## config.mk

```make
export PLATFORM = sky130hd
export DESIGN_NAME = okvt_store
export DESIGN_NICKNAME = d
export VERILOG_FILES = /design/src/rtl/ordered_key_value_table_unit_macros.svh /design/src/rtl/okvt_pkg.sv /design/src/rtl/okvt_store.sv
export SDC_FILE = /design/constraint.sdc
export NUM_CORES = 2
export LEC_CHECK = 0
export BUFFER_PORTS_ARGS = -buffer_cell sky130_fd_sc_hd__buf_2
export CORE_MARGIN = 1.5
export CORE_UTILIZATION = 35
export CTS_CLUSTER_SIZE = 20
export DETAILED_ROUTE_END_ITERATION = 16
export SYNTH_ARGS = -nofsm -noshare
export SYNTH_HDL_FRONTEND = slang
export SYNTH_SLANG_ARGS = --single-unit
```

## constraint.sdc

```tcl
create_clock -name aclk -period 12.84 [get_ports aclk]
set_input_delay 1.926 -clock aclk [delete_from_list [all_inputs] [get_ports aclk]]
set_output_delay 1.926 -clock aclk [all_outputs]
set_load 0.01 [all_outputs]
```

## src/rtl/ordered_key_value_table_unit_macros.svh

```systemverilog
// Assertion macros for the ordered key/value table unit
`ifndef ORDERED_KEY_VALUE_TABLE_UNIT_MACROS_SVH
`define ORDERED_KEY_VALUE_TABLE_UNIT_MACROS_SVH

`ifndef ASSERT_OFF
`define OKVT_ASSERT(lbl, clk, rst_n, prop, msg) \
    lbl: assert property (@(posedge clk) disable iff (!rst_n) prop) else $error(msg);
`define OKVT_ASSERT_NORST(lbl, clk, prop, msg) \
    lbl: assert property (@(posedge clk) prop) else $error(msg);
`else
`define OKVT_ASSERT(lbl, clk, rst_n, prop, msg)
`define OKVT_ASSERT_NORST(lbl, clk, prop, msg)
`endif

`endif

```

## src/rtl/okvt_pkg.sv

```systemverilog
// Types and constants shared by the ordered key/value table unit
`default_nettype none

package okvt_pkg;

    localparam int CAPACITY   = 64;
    localparam int KEY_BITS   = 32;
    localparam int VALUE_BITS = 32;
    localparam int ADDR_BITS  = $clog2(CAPACITY);
    localparam int CNT_BITS   = $clog2(CAPACITY + 1);
    localparam int POS_BITS   = 6;
    localparam int IN_BITS    = 80;
    localparam int OUT_BITS   = 80;

    typedef enum logic [1:0] {
        OP_WRITE  = 2'd0,
        OP_ERASE  = 2'd1,
        OP_LOOKUP = 2'd2,
        OP_READ   = 2'd3
    } op_t;

    typedef enum logic [1:0] {
        ST_IDLE,
        ST_SCAN,
        ST_SHIFT,
        ST_RDOUT
    } state_t;

    typedef struct packed {
        logic [VALUE_BITS-1:0] value;
        logic [KEY_BITS-1:0]   key;
    } entry_t;

    typedef struct packed {
        logic                 wr_en;
        logic [ADDR_BITS-1:0] wr_addr;
        entry_t               wr_data;
        logic                 rd_en;
        logic [ADDR_BITS-1:0] rd_addr;
    } store_req_t;

endpackage

`default_nettype wire

```

## src/rtl/okvt_store.sv

```systemverilog
// Entry store: one synchronous memory of key/value pairs, registered read
`default_nettype none

module okvt_store (
    input  wire                       aclk,
    input  wire okvt_pkg::store_req_t req,
    output okvt_pkg::entry_t          rd_data
);
    import okvt_pkg::*;

    entry_t store_mem [CAPACITY];
    entry_t rd_data_reg;

    always_ff @(posedge aclk) begin
        if (req.wr_en) begin
            store_mem[req.wr_addr] <= req.wr_data;
        end
        if (req.rd_en) begin
            rd_data_reg <= store_mem[req.rd_addr];
        end
    end

    assign rd_data = rd_data_reg;

endmodule

`default_nettype wire

```

# Word-level counts from Yosys, hierarchy flattened
# Memory sizes are Yosys's and may differ from the RTL's. A register that Yosys moved wholly into a read port is not among the register bits.
# Index checks and enable logic that the tools add are counted.
# totals
memories	1
out_inout_bits	64
in_bits	79
ramBits	4096
ff_bits	0
word_cells	3
# op_classes
n_mux	2
# mem_list
memory	depth	width	read_ports	rd_clocked_by_memory_dff	write_ports	line	rtl
store_mem	64	64	1	1	1	okvt_store.sv:11	entry_t store_mem [CAPACITY];
# ops
cell	n
$mux 1	2

# Logic depth before layout (Yosys ltp)
# logic_depth
ltp_word	2
mapped_depth	9
mapped_depth_nobuf	5

# Worst setup path before layout
# OpenSTA, ideal clock, no wires.
# synth_path
path_kind	input-to-reg
from	input port req[74] (netlist bit)
to	memory store_mem[48][0] (netlist bit), enable pin
stages	4
path_slack_ns	5.478
arrival_ns	6.798
setup_ns	0.564
n_path_buf	1
t_required_ns	12.276
cell_sequence	clkbuf_1 -> nor2b_1 -> nand4b_1 -> nor3_1
# synth_rtl
element	line	rtl
start, declared	okvt_store.sv:6	input wire okvt_pkg::store_req_t req,
end, declared	okvt_store.sv:11	
# No word-level cell before the write port.

==> run metrics <==
Int Power=22.2 mW; Final setup viols=0; post-synthesis sequential area ratio=79.6%; Reg2Reg Setup Slack=10.32 ns; top cells by count, synth=edfxtp_1, mux4_2, buf_2; Post-Route Skew=0.0576 ns; CP required=13.65 ns; Die W=673 µm; Tot Pwr=28.2 mW; CTS H-Tree Depth=5; Post-CTS Hold Buffers=0; relative slew slack=9.77%; DRC violations left=0; Top FF cell, synth=edfxtp_1; WL/cell=34.2 µm; synth unique cells=32; worst slew pin tran=1.35 ns; initial antenna violation count=54; Post-synth EDFFs=4160; synth warn=0; top-count cell post-synth=edfxtp_1; post-route insts no fill=13300; Post-CTS Setup Bufs=0; fin crit share=42.8%; Finished Cell Area=179000 µm²; Clk pin slew, worst setup/hold paths=0.06 ns; Skew-Pair Late Insertion Delay=0.96 ns; clock power share=42.0%; largest net degree at the start of global routing=148; sw power=6.02 mW; via/cell ratio=5.77; Global Route Usage Sum=19.6%; Final Critical Period=5.49 ns; die footprint=453000 µm²; max reg flops=4096; Synth area leaders=edfxtp_1, mux4_2, mux2i_1; Final nets=7057; final RePlAce weighted congestion=0.783; fillers=38700; HPWL after detailed placement=240000 µm; post-synthesis adder-cell area fraction=0%; number of global-route vias before repair=76500; Die Height=673 µm; Area Overhead vs Synth=13.9%; Row Count=245; status=finished, final reports clean; RSZ-0062 raised after global routing=no; post-route core utilization=40.1%; Syn Inst Count=6598; synthesized area=157000 µm²; post-synth top area share=79.6%; worst min path class=register to register; Max Clk Rate=0.182 GHz; CTS max path bufs=4; Net Sw Frac=21.3%; global-route wire length before repair=623000 µm; Setup crit end kind=register; global route total overflow=0; max-cap viol count=0; CP startpoint kind=input port; main combinational cell family by area after synthesis=multiplexers; Post-synth ARST share=0%; routed wire length=454000 µm; maximum vdd drop=122 µV; Core ar.=446000 µm²; TritonRoute pass-1 iters=5; Post-Synth XOR/XNOR Area=0%; Compound-Gate Fraction of Synth Area=2.47%; sequential share of power=53.6%; Yosys reg bits=4160; syn_area_per_cell=23.8 µm²; placed cell count=12500; Lkg Pwr=54.7 nW; Slew Limit Fails=0; CTS sink cnt=4160; CTS tree=done; layout cells sized above 1=27.9%; number of top-level pins=143; Pwr Density=158 nW/µm²; clk root buf=clkbuf_16; CTS Buf Count=414; IO buf count=142; number of DRC markers in iteration 0=10700; CP max FO=69; Comb pwr share=4.5%; Routed Antenna Nets=0; Vias=76600; DP Area=166000 µm²; post-synth net total=6677; multiplexer share of the synthesized area=15.6%; Post-CTS Resized=0; final hold vios=0; Critical Path AT=6.30 ns; Starting Density=35.2%; Synth area leader=edfxtp_1; CP Class=input port to register; simple-gate share of the synthesized area=1.23%; Setup Total Neg Slack=0 ns
-- cell usage in the layout (no fill, tap or decap), types with 3 or more instances in the layout --
cell and instances:
edfxtp_1 4160, mux4_2 1024, clkbuf_16 418, buf_4 176
a22oi_1 168, buf_2 138, mux2i_1 135, clkinv_1 101
a22o_1 88, o22ai_1 83, clkinv_2 77, clkbuf_1 73
nor2_4 65, and3_1 64, a211oi_1 62, nand2_1 55
nor2_1 47, nand3_1 45, o221ai_1 38, bufinv_16 36
diode_2 33, or3_1 29, or2_2 28, a41oi_1 26
nor2b_1 24, inv_1 19, a2bb2oi_1 19, a31oi_1 18
buf_12 18, clkinvlp_4 14, inv_6 10, nand2b_1 9
clkinv_16 6, inv_16 5, nor2b_4 4, clkinv_8 4
clkinv_4 3
-- path summary, 6_finish.rpt --
check / cells after the start / startpoint / endpoint
max reg2reg: 5 / store_mem[9][50] / rd_data[50]
min reg2reg: 4 / store_mem[38][10] / rd_data[10]
max: 7 / req[2] / rd_data[26]
min: 4 / store_mem[38][10] / rd_data[10]
-- final cells by class --
class,instances,area [µm²],area share (%)
Tap cell,5928,7420,4.15
Multi-Input combinational cell,2049,30800,17.2
Antenna cell,33,82.6,0.0462
Timing Repair Buffer,334,2400,1.34
Sequential cell,4160,125000,69.9
Inverter,19,71.3,0.0399
Clock inverter,256,2410,1.35
Clock buffer,491,10700,6.00
-- per-layer routing --
layer	track usage (%)	up-vias	routed length (µm)
met2	31.9	4145	220000
met3	3.51	658	40400
met5	0	-	22
met1	27.4	42400	182000
li1	-	29300	-
met4	5.16	4	12400
-- kinds of logic after synthesis --
group           Yosys count
compound gates          504
flops                  4160
buf+inv                 389
mux                    1159
simple gates            386
-- power groups by stage --
| stage | Sequential, mW | Clock [mW] | Combinational [mW] |
|---|---|---|---|
| final | 15.1 | 11.8 | 1.26 |
| after global routing | 15.1 | 12.5 | 1.33 |
| after CTS | 15.1 | 12.0 | 1.27 |
| after detailed placement | 15.4 | 0 | 1.27 |
| after global placement | 15.4 | 0 | 1.25 |
| after floorplan | 15.4 | 0 | 0.701 |
-- critical path, stage by stage --
cell and delay, ns:
buf_8 0.38, buf_4 0.62, buf_4 0.65, nand2b_1 0.98, o221ai_1 0.40, o22ai_1 0.63, and3_1 0.34
-- through the flow --
| stage | setup WS (ns) | hold slack, ns |
|---|---|---|
| after floorplan | 5.48 | 0.865 |
| after global placement | 6.44 | 0.897 |
| after detailed placement | 6.45 | 0.898 |
| after CTS | 7.50 | 0.878 |
| after global routing | 7.48 | 0.961 |
| final | 7.35 | 0.887 |
(Power assumes the default switching activity.)
